File: src/hw/rtl/lxc_pkg.sv
`default_nettype none
package lxc_pkg;

  localparam int unsigned WORD_W  = 32;
  localparam int unsigned BYTE_W  = 8;
  localparam int unsigned DIV_STEPS = WORD_W;
  localparam int unsigned CNT_W   = $clog2(DIV_STEPS);
  localparam int unsigned STEP_W  = 2;
  localparam int unsigned CFG_IDX_W = 2;

  // keystream bits that cover the data byte
  localparam int unsigned KS_LSB = 20;

  localparam logic [WORD_W-1:0] DEF_SEED       = 32'd1;
  localparam logic [WORD_W-1:0] DEF_MODULUS    = 32'd1 << 19;
  localparam logic [WORD_W-1:0] DEF_MULTIPLIER = 32'd2 << 20;
  localparam logic [WORD_W-1:0] DEF_INCREMENT  = 32'd3 << 21;

  typedef enum logic [CFG_IDX_W-1:0] {
    REG_SEED       = 2'd0,
    REG_MODULUS    = 2'd1,
    REG_MULTIPLIER = 2'd2,
    REG_INCREMENT  = 2'd3
  } cfg_reg_t;

  typedef enum logic [1:0] {
    COND_NONE     = 2'd0,
    COND_NO_INPUT = 2'd1,
    COND_DIV_MORE = 2'd2,
    COND_OUT_BUSY = 2'd3
  } cond_t;

  typedef enum logic [STEP_W-1:0] {
    STEP_LOAD = 2'd0,
    STEP_DIV  = 2'd1,
    STEP_MUL  = 2'd2,
    STEP_ADD  = 2'd3
  } step_t;

  // one control word of the microprogram
  typedef struct packed {
    logic       take_in;
    logic       div_step;
    logic       mul_step;
    logic       add_step;
    cond_t      cond;
    step_t      target;
  } uword_t;

  // datapath status seen by the sequencer
  typedef struct packed {
    logic in_acc;
    logic div_more;
    logic out_busy;
    logic out_load;
  } status_t;

  function automatic uword_t ucode_rom(input step_t step);
    uword_t w;
    w = '0;
    unique case (step)
      STEP_LOAD: begin
        w.take_in = 1'b1;
        w.cond    = COND_NO_INPUT;
        w.target  = STEP_LOAD;
      end
      STEP_DIV: begin
        w.div_step = 1'b1;
        w.cond     = COND_DIV_MORE;
        w.target   = STEP_DIV;
      end
      STEP_MUL: begin
        w.mul_step = 1'b1;
        w.cond     = COND_NONE;
        w.target   = STEP_MUL;
      end
      STEP_ADD: begin
        w.add_step = 1'b1;
        w.cond     = COND_OUT_BUSY;
        w.target   = STEP_ADD;
      end
      default: w = '0;
    endcase
    return w;
  endfunction

endpackage
`default_nettype wire

File: src/hw/rtl/lxc_seq.sv
`default_nettype none
module lxc_seq (
  input  wire logic             clk,
  input  wire logic             rst,
  input  wire lxc_pkg::status_t stat,
  output lxc_pkg::uword_t       ctrl
);

  lxc_pkg::step_t step;
  lxc_pkg::step_t step_next;
  logic           jump;

  always_ff @(posedge clk) begin
    if (rst) begin
      step <= lxc_pkg::STEP_LOAD;
    end else begin
      step <= step_next;
    end
  end

  always_comb begin
    ctrl = lxc_pkg::ucode_rom(step);
    unique case (ctrl.cond)
      lxc_pkg::COND_NONE:     jump = 1'b0;
      lxc_pkg::COND_NO_INPUT: jump = !stat.in_acc;
      lxc_pkg::COND_DIV_MORE: jump = stat.div_more;
      lxc_pkg::COND_OUT_BUSY: jump = stat.out_busy;
      default:                jump = 1'b0;
    endcase
    // fall through wraps from the last step back to the load step
    step_next = jump ? ctrl.target : lxc_pkg::step_t'(step + 1'b1);
  end

endmodule
`default_nettype wire

File: src/hw/rtl/lxc_dp.sv
`default_nettype none
module lxc_dp (
  input  wire logic                         clk,
  input  wire logic                         rst,
  input  wire lxc_pkg::uword_t              ctrl,
  input  wire logic                         in_valid,
  input  wire logic [lxc_pkg::BYTE_W-1:0]   in_byte,
  input  wire logic                         in_first,
  input  wire logic [lxc_pkg::WORD_W-1:0]   seed,
  input  wire logic [lxc_pkg::WORD_W-1:0]   modulus,
  input  wire logic [lxc_pkg::WORD_W-1:0]   multiplier,
  input  wire logic [lxc_pkg::WORD_W-1:0]   increment,
  input  wire logic                         out_ready,
  output logic                              out_valid,
  output logic [lxc_pkg::BYTE_W-1:0]        out_byte,
  output lxc_pkg::status_t                  stat
);

  logic [lxc_pkg::WORD_W-1:0] state;
  logic [lxc_pkg::WORD_W-1:0] quo;
  logic [lxc_pkg::WORD_W-1:0] rem;
  logic [lxc_pkg::CNT_W-1:0]  cnt;
  logic [lxc_pkg::BYTE_W-1:0] data;
  logic [lxc_pkg::WORD_W-1:0] prod;
  logic [lxc_pkg::WORD_W:0]   trial;
  logic [lxc_pkg::WORD_W:0]   diff;
  logic [lxc_pkg::WORD_W-1:0] state_next;

  always_comb begin
    trial      = {rem, quo[lxc_pkg::WORD_W-1]};
    diff       = trial - {1'b0, modulus};
    state_next = prod + increment;

    stat.in_acc   = in_valid && ctrl.take_in;
    stat.div_more = (cnt != '0);
    stat.out_busy = out_valid && !out_ready;
    stat.out_load = ctrl.add_step && !stat.out_busy;
  end

  // input load, restoring divider (one remainder bit per step), multiply and output byte
  always_ff @(posedge clk) begin
    if (stat.in_acc) begin
      quo  <= in_first ? seed : state;
      rem  <= '0;
      cnt  <= '1;
      data <= in_byte;
    end else if (ctrl.div_step) begin
      quo <= {quo[lxc_pkg::WORD_W-2:0], 1'b0};
      rem <= diff[lxc_pkg::WORD_W] ? trial[lxc_pkg::WORD_W-1:0]
                                   : diff[lxc_pkg::WORD_W-1:0];
      cnt <= cnt - 1'b1;
    end
    if (ctrl.mul_step) begin
      prod <= multiplier * rem;
    end
    if (stat.out_load) begin
      out_byte <= data ^ state_next[lxc_pkg::KS_LSB +: lxc_pkg::BYTE_W];
    end
  end

  always_ff @(posedge clk) begin
    if (rst) begin
      state     <= lxc_pkg::DEF_SEED;
      out_valid <= 1'b0;
    end else begin
      if (stat.out_load) begin
        state     <= state_next;
        out_valid <= 1'b1;
      end else if (out_ready) begin
        out_valid <= 1'b0;
      end
    end
  end

endmodule
`default_nettype wire

File: src/hw/rtl/lcg_xor_stream_cipher.sv
// channel    dir  handshake                      payload
// s_axis     in   s_axis_tvalid / s_axis_tready  tdata: data_byte, tuser: first
// m_axis     out  m_axis_tvalid / m_axis_tready  tdata: out_byte
// cfg        in   cfg_we                         cfg_index, cfg_data
//
// one word is in work at a time; it passes a load step, 32 steps of the
// restoring divider for the modulus, a multiply step and an add step.
// the next word is taken while the result still waits in the output register.
// a stalled output holds the add step until the output register frees.
// rst is synchronous: config registers take their defaults, keystream word is 1.
`default_nettype none
module lcg_xor_stream_cipher (
  input  wire logic                            clk,
  input  wire logic                            rst,
  input  wire logic                            s_axis_tvalid,
  output logic                                 s_axis_tready,
  input  wire logic [7:0]                      s_axis_tdata,  // [7:0] data_byte
  input  wire logic                            s_axis_tuser,  // [0] first
  output logic                                 m_axis_tvalid,
  input  wire logic                            m_axis_tready,
  output logic [7:0]                           m_axis_tdata,  // [7:0] out_byte
  input  wire logic                            cfg_we,
  input  wire logic [lxc_pkg::CFG_IDX_W-1:0]   cfg_index,
  input  wire logic [lxc_pkg::WORD_W-1:0]      cfg_data
);

  logic [lxc_pkg::WORD_W-1:0] seed;
  logic [lxc_pkg::WORD_W-1:0] modulus;
  logic [lxc_pkg::WORD_W-1:0] multiplier;
  logic [lxc_pkg::WORD_W-1:0] increment;
  logic [lxc_pkg::WORD_W-1:0] seed_eff;
  logic [lxc_pkg::WORD_W-1:0] modulus_eff;
  logic [lxc_pkg::WORD_W-1:0] multiplier_eff;
  logic [lxc_pkg::WORD_W-1:0] increment_eff;
  lxc_pkg::uword_t            ctrl;
  lxc_pkg::status_t           stat;

  always_ff @(posedge clk) begin
    if (rst) begin
      seed       <= lxc_pkg::DEF_SEED;
      modulus    <= lxc_pkg::DEF_MODULUS;
      multiplier <= lxc_pkg::DEF_MULTIPLIER;
      increment  <= lxc_pkg::DEF_INCREMENT;
    end else if (cfg_we) begin
      unique case (lxc_pkg::cfg_reg_t'(cfg_index))
        lxc_pkg::REG_SEED:       seed       <= cfg_data;
        lxc_pkg::REG_MODULUS:    modulus    <= cfg_data;
        lxc_pkg::REG_MULTIPLIER: multiplier <= cfg_data;
        lxc_pkg::REG_INCREMENT:  increment  <= cfg_data;
        default: ;
      endcase
    end
  end

  // zero in a register selects its default
  always_comb begin
    seed_eff       = (seed == '0)       ? lxc_pkg::DEF_SEED       : seed;
    modulus_eff    = (modulus == '0)    ? lxc_pkg::DEF_MODULUS    : modulus;
    multiplier_eff = (multiplier == '0) ? lxc_pkg::DEF_MULTIPLIER : multiplier;
    increment_eff  = (increment == '0)  ? lxc_pkg::DEF_INCREMENT  : increment;
  end

  assign s_axis_tready = ctrl.take_in;

  lxc_seq u_seq (
    .clk  (clk),
    .rst  (rst),
    .stat (stat),
    .ctrl (ctrl)
  );

  lxc_dp u_dp (
    .clk        (clk),
    .rst        (rst),
    .ctrl       (ctrl),
    .in_valid   (s_axis_tvalid),
    .in_byte    (s_axis_tdata),
    .in_first   (s_axis_tuser),
    .seed       (seed_eff),
    .modulus    (modulus_eff),
    .multiplier (multiplier_eff),
    .increment  (increment_eff),
    .out_ready  (m_axis_tready),
    .out_valid  (m_axis_tvalid),
    .out_byte   (m_axis_tdata),
    .stat       (stat)
  );

`ifndef NO_ASSERTIONS
  a_one_in_flight: assert property (@(posedge clk) disable iff (rst)
    s_axis_tvalid && s_axis_tready |=> !s_axis_tready)
    else $error("input taken while a word is in work");

  a_result_shown: assert property (@(posedge clk) disable iff (rst)
    stat.out_load |=> m_axis_tvalid)
    else $error("computed result not presented");

  a_result_once: assert property (@(posedge clk) disable iff (rst)
    m_axis_tvalid && m_axis_tready && !stat.out_load |=> !m_axis_tvalid)
    else $error("result repeated after it was taken");

  a_no_load_overwrite: assert property (@(posedge clk) disable iff (rst)
    stat.out_load |-> !(m_axis_tvalid && !m_axis_tready))
    else $error("output register overwritten while stalled");
`endif

endmodule
`default_nettype wire

File: config.mk
export PLATFORM = sky130hd
export DESIGN_NAME = lcg_xor_stream_cipher
export DESIGN_NICKNAME = d
export VERILOG_FILES = /design/src/hw/rtl/lxc_pkg.sv /design/src/hw/rtl/lxc_seq.sv /design/src/hw/rtl/lxc_dp.sv /design/src/hw/rtl/lcg_xor_stream_cipher.sv
export SDC_FILE = /design/constraint.sdc
export NUM_CORES = 2
export LEC_CHECK = 0
export BUFFER_PORTS_ARGS = -buffer_cell sky130_fd_sc_hd__buf_4
export CAP_MARGIN = 20
export CORE_MARGIN = 2
export CORE_UTILIZATION = 50
export DETAILED_ROUTE_END_ITERATION = 8
export PLACE_DENSITY = 0.66
export SLEW_MARGIN = 10
export SYNTH_ARGS = -nofsm -noshare
export SYNTH_HDL_FRONTEND = slang
export SYNTH_SLANG_ARGS = --single-unit
File: constraint.sdc
create_clock -name clk -period 11.8 [get_ports clk]
set_input_delay 1.18 -clock clk [delete_from_list [all_inputs] [get_ports clk]]
set_output_delay 1.18 -clock clk [all_outputs]
set_load 0.03 [all_outputs]
# Word level (Yosys, flattened, before mapping)
# Index checks and enable logic that the tools add are counted.
# word_totals
out_inout_bits	10
input_bits	48
reg_bits	280
elab_cells	65
# classes
bitwise_logic	1
addsub	4
mux	17
mul	1
n_reduce_logical	20
n_eq_ne	9
# op_table
op	n
two-way mux 32 bit	8
zero test 32 bit	4
subtractor 33 x 32 -> 33 bit	1
adder 32 bit	1
multiplier 32 x 32 -> 32 bit	1
one-hot mux 4 bit (4 select lines)	1
equality test 2 bit, second input constant	6
AND reduction 2 bit	4
XOR 8 bit	1
equality test 2 x 1 -> 1 bit, second input constant	3
zero test 2 bit	3
two-way mux 1 bit	6
nonzero test 5 bit	1
subtractor 5 x 1 -> 5 bit, second input constant	1
one-hot mux 1 bit (4 select lines)	1
nonzero test 2 bit	2
logical AND 1 bit	3
zero test 1 bit	3
adder 2 x 1 -> 2 bit, second input constant	1
two-way mux 2 bit	1

# Depth between registers and ports, before layout
# depth
ltp_word	6
mapped_depth	29
ltp_nobuf	27

# Hierarchy
# A second synthesis with hierarchy kept.
# hier_totals
cells_unflattened	3453
area_unflattened_um2	30028.8
# by_module_without_submodules
module	area_per_inst_um2	cells_per_inst	seq_area_each_um2	instances
lxc_dp	24604.8	2699	3803.6	1
lcg_xor_stream_cipher	5201.2	730	2562.5	1
lxc_seq	222.7	24	40.0	1

# Worst setup path after synthesis
# OpenSTA, ideal clock, no wires.
# synth_path
path_kind	register to register
start	register multiplier[13] (netlist bit)
end	register u_dp.prod[29] (netlist bit), data pin
n_path_buf	2
arrival_ns	7.022
required_time_ns	11.542
synth_period_minus_slack_ns	7.279
stages_incl_launch_ff	28
slack_ns	4.521
cell_sequence	dfxtp_1 > clkbuf_1 > clkbuf_1 > and2_1 > fa_1 > fa_1 > fa_1 > inv_1 > fa_1 > inv_1 > fa_1 > inv_1 > fa_1 > inv_1 > fa_1 > fa_1 > ha_1 > a21o_1 > a21o_1 > a21oi_1 > o21ai_0 > a21oi_2 > o21ai_1 > a211o_1 > a31o_1 > a21o_1 > a21oi_2 > xnor2_1
# synth_via
elab_chain_cells	3
# synth_lines
element	line	rtl
start: declaration	lcg_xor_stream_cipher.sv:29	logic [lxc_pkg::WORD_W-1:0] multiplier;
start signal: assignment	lcg_xor_stream_cipher.sv:42	multiplier <= lxc_pkg::DEF_MULTIPLIER;
start signal: assignment	lcg_xor_stream_cipher.sv:48	lxc_pkg::REG_MULTIPLIER: multiplier <= cfg_data;
zero test 32 bit	lcg_xor_stream_cipher.sv:59	multiplier_eff = (multiplier == '0) ? lxc_pkg::DEF_MULTIPLIER : multiplier;
two-way mux 32 bit *	lcg_xor_stream_cipher.sv:59	
multiplier 32 x 32 -> 32 bit *	lxc_dp.sv:54	prod <= multiplier * rem;
end signal: assignment	lxc_dp.sv:54	
end: declaration	lxc_dp.sv:24	logic [lxc_pkg::WORD_W-1:0] prod;
# Every way passes the cells marked *; elsewhere a longest branch is shown, timed or not.
# A chain may end at the register's enable or synchronous reset.

# Worst setup path in the final report
# layout_path
start	register multiplier[14] (netlist bit)
end	register u_dp.prod[29] (netlist bit), data pin
# Same word-level chain as after synthesis.

==> summary.txt <==
Floorplanning
  • Die Ht: between 200 and 250 um
  • Die area: ~61,000 um2
  • Chip width: 247.7 um
  • Row count: 89
  • Core ar.: about 60,000 um2
  • Starting Density: about half
  • Top Ports: 58

Flow run
  • Max-cap violations: 0

Clock network
  • Postcts setup bufs: 0
  • Cts repair resizes: 0
  • Clock Tree Root: clkbuf_16
  • CTS Buf Count: 30
  • CTS tree: yes
  • CTS sink count: 280
  • CTS H-tree lvls: 1
  • CTS Hold Bufs: 0
  • Worst-path clk slew: ~0.060 ns
  • CTS max path bufs: 3
  • Skew-Pair Late Insertion Delay: a little over 0.6 ns

Critical path
  • Worst Setup Start Kind: register
  • Crit-path leading delay family: adder cells
  • Buf/Inv on CP: 4
  • Crit path max fanout: 20
  • Critical Path RT: 12.14 ns
  • Critical Path End Type: register
  • Worst EP arrival: around 8.3 ns
  • Critical path's slowest cell: dfxtp_1
  • CP dominant cell by count: fa_1
  • Worst setup path category: register to register
  • Slowest stage delay, CP: a little over 0.9 ns

Yosys
  • Yosys reg bits: 280
  • EDFF count, synth: 80
  • Sequential fraction of the synthesis area: 21.57%
  • Synthesized instance count: between 3k and 4k
  • FFs w/ async S/R, synth: 0%
  • Synth Cell Area: just under 30,000 um2
  • Main synth FF type: dfxtp_1
  • Syn avg cell area: a little under 9 um2
  • Synth warn: 0
  • Syn_nets: roughly 4.0k
  • Unique masters post-synth: between 80 and 90

Routing
  • Vias per Instance: about 5.6
  • First drt pass iteration count: 5
  • DR iter-0 viols: between 1k and 1.5k
  • Post-Route WL: 86,730 um
  • Via count: 22.80k
  • Drt drc: 0
  • WL/cell: ~21 um
  • Post-detailed-route count of antenna-violating nets: 0

Power
  • Clock Power Share: around a fifth
  • Combinational power share: between 50% and 60%
  • Seq pwr share: about 28%
  • PwrDens: 158.0 nW/um2
  • Int Pwr: around 0.0028 W
  • Psw: approximately 0.0022 W
  • Net Sw Frac: 44.79%
  • Tot Pwr: about 0.005 W
  • Maximum vdd drop: around 0.13 mV
  • Leak pwr: roughly 14 nW

Timing
  • Tightest Pin Transition: 1.191 ns
  • Final setup viols: 0
  • Sum Neg Setup Slack: 0 ns
  • Final Critical Period: ~8 ns
  • Final Hold Fails: 0
  • Final Max Slew Viols: 0
  • Tcrit/Tclk final: 67.59%
  • Slew headroom: between 20% and 30%
  • Worst Skew: approximately 0.031 ns
  • FMAX: between 0.1 and 0.15 GHz
  • RSZ-0062 raised after global routing: no

Place
  • GPL Wtd Cong: slightly above 0.9
  • HPWL Detailed: 64,350 um
  • IO Port Bufs: between 50 and 60
  • Placed Area: around 30,000 um2

Finish
  • Layout Area Growth over Synthesis: 6.919%
  • Layout cell share with drive strength beyond 1: under 10%
  • Number of filler cells placed in the layout: 5,371
  • Nets: ~4k
  • Design area: between 30,000 and 40,000 um2

Global routing
  • Initial antenna violation count: 1
  • Largest net degree at the start of global routing: 98
  • Vias in the first global route: roughly 24k
  • First-pass GRT wire length: between 100,000 and 150,000 um
  • GRT Residual Overflow: 0
  • Tot GR Track Use: around 29%

Worst hold path
  • HP Class: register to register

Run status
  • Run status: complete, no violations
[power by group through the flow]
| stage | combinational, W | sequential, W | clock, W |
|---|---|---|---|
| 2_1_floorplan | 0.00185 | 0.00133 | 0 |
| 4_1_cts | 0.00257 | 0.00142 | 0.00102 |
| 6_report | 0.00259 | 0.00142 | 0.00101 |
| 5_1_grt | 0.00285 | 0.00144 | 0.00106 |
| 3_5_place_dp | 0.00255 | 0.00144 | 0 |
| 3_3_place_gp | 0.00249 | 0.00143 | 0 |
[cells by family (layout without fill, tap and decap cells)]
logic type,Yosys count,after routing,synth area share (%)
AOI/OAI and AO/OA,474,474,9.779
xor gates and xnor gates,140,140,4.218
adders and majority gates,602,602,35.73
buffers and inverters,661,614,8.389
DFF,280,280,21.57
muxes,44,44,1.487
other,0,1,0
and+or+nand+nor,1162,1162,18.83
[layout make-up]
type	instances	area (um2)	share of cell area, %
timing repair buffer	105	823.3	2.593
sequential	280	6406	20.18
antenna	1	2.502	0.007881
clock inverter	17	231.5	0.7290
tap	773	967.2	3.046
multi-input combinational	2422	20810	65.55
clock buffer	39	808.3	2.546
inverter	453	1700	5.355
[registers in the layout (all words and copies together) (netlist names)]
name,cells
u_dp.quo,32
u_dp.prod,32
u_dp.data,8
increment,32
modulus,32
u_dp.cnt,5
u_dp.out_valid,1
seed,32
u_dp.rem,32
multiplier,32
u_dp.out_byte,8
u_dp.state,32
u_seq.step,2
[path summary, 6_finish.rpt]
kind / from / end / slack (ns) / cells after the start
setup / recovery: multiplier[14]$_SDFFE_PP0P_ / u_dp.prod[29]$_DFFE_PP_ / 3.82 / 25
setup reg to reg: multiplier[14]$_SDFFE_PP0P_ / u_dp.prod[29]$_DFFE_PP_ / 3.82 / 25
hold / removal: u_dp.state[6]$_SDFFE_PP0P_ / u_dp.state[6]$_SDFFE_PP0P_ / 0.45 / 2
hold reg to reg: u_dp.state[6]$_SDFFE_PP0P_ / u_dp.state[6]$_SDFFE_PP0P_ / 0.45 / 2
[tightest hold or removal path: stages, from the launching register on]
cell and delay (ns):
dfxtp_1 0.31, nand2_1 0.05, a21oi_1 0.05
[placed cells by master (no fill, tap or decap), drive strengths merged, types with 5 or more instances in the layout]
master  netlist  routed
a21o         31      31
nand2       599     599
fa          410     410
nand2b       17      17
or3           6       6
dfxtp       200     200
a21oi       229     229
o311ai        5       5
nand4        15      15
or2           7       7
clkinv        0       8
a211oi       25      25
clkbuf      204      39
o21bai       14      14
o31a          5       5
nand3        20      20
o21a         14      14
xor2         33      33
a31o          7       7
o31ai         6       6
ha          192     192
nor2b        12      12
and3          8       8
o21ai        87      87
edfxtp       80      80
nand3b        9       9
and2        323     323
a31oi        20      20
nor4         37      37
nor3         21      21
inv         453     457
xnor2       107     107
mux2i        43      43
nor2         76      76
buf           4     105
[through the flow]
stage          util [%]  setup slack, ns  hold slack [ns]  std cells
3_5_place_dp      52.03            3.917           0.4464       4030
5_1_grt           53.89            3.523           0.4727       4089
4_1_cts           53.80            3.919           0.4543       4086
3_3_place_gp      52.03            4.071           0.4459       4030
2_1_floorplan         -            4.521           0.4312       3363
6_report          53.90            3.824           0.4540       4090
[cell usage after synthesis (2+ instances only)]
cell type	n	area [um2]
o311ai_1	4	35.03
o31ai_1	4	30.03
inv_1	453	1700
fa_1	410	8208
nand2b_1	17	106.4
a41oi_1	4	35.03
nand3_1	20	100.1
a21o_1	31	232.7
a221o_1	2	20.02
a31o_1	2	17.52
or3_1	6	37.54
nor2_1	76	285.3
buf_2	2	10.01
and2_1	323	2021
dfxtp_1	200	4004
nor3b_1	3	22.52
nand4_1	15	93.84
a211oi_1	24	180.2
o31a_1	5	43.79
a21oi_2	3	26.28
nor3_1	20	100.1
ha_1	192	2402
xnor2_1	105	919.6
o21ai_1	12	60.06
a31o_4	3	52.55
edfxtp_1	80	2402
xor2_1	33	289.0
nand3b_1	9	67.56
nor2b_1	11	68.82
o41ai_1	2	17.52
mux2i_1	43	430.4
o22ai_1	4	25.02
nor4_1	37	231.5
a211o_1	4	35.03
or2_2	7	43.79
a21oi_1	225	1126
clkbuf_1	204	765.7
a31o_2	2	17.52
and3_1	8	50.05
o21ai_0	73	365.4
and4_1	2	17.52
o21bai_1	13	97.59
o21a_1	14	105.1
a31oi_1	20	125.1
nand2_1	599	2248
[layer usage]
| metal | track usage (%) | vias to the layer above | share of wire (%) |
|---|---|---|---|
| met4 | 14.41 | 0 | 5.7 |
| met3 | 3.947 | 235 | 6.1 |
| met5 | 0 | - | 0 |
| li1 | - | 10476 | - |
| met2 | 48.85 | 769 | 48 |
| met1 | 36.30 | 11316 | 40 |
Note: power is estimated with default switching activity, not from simulation.
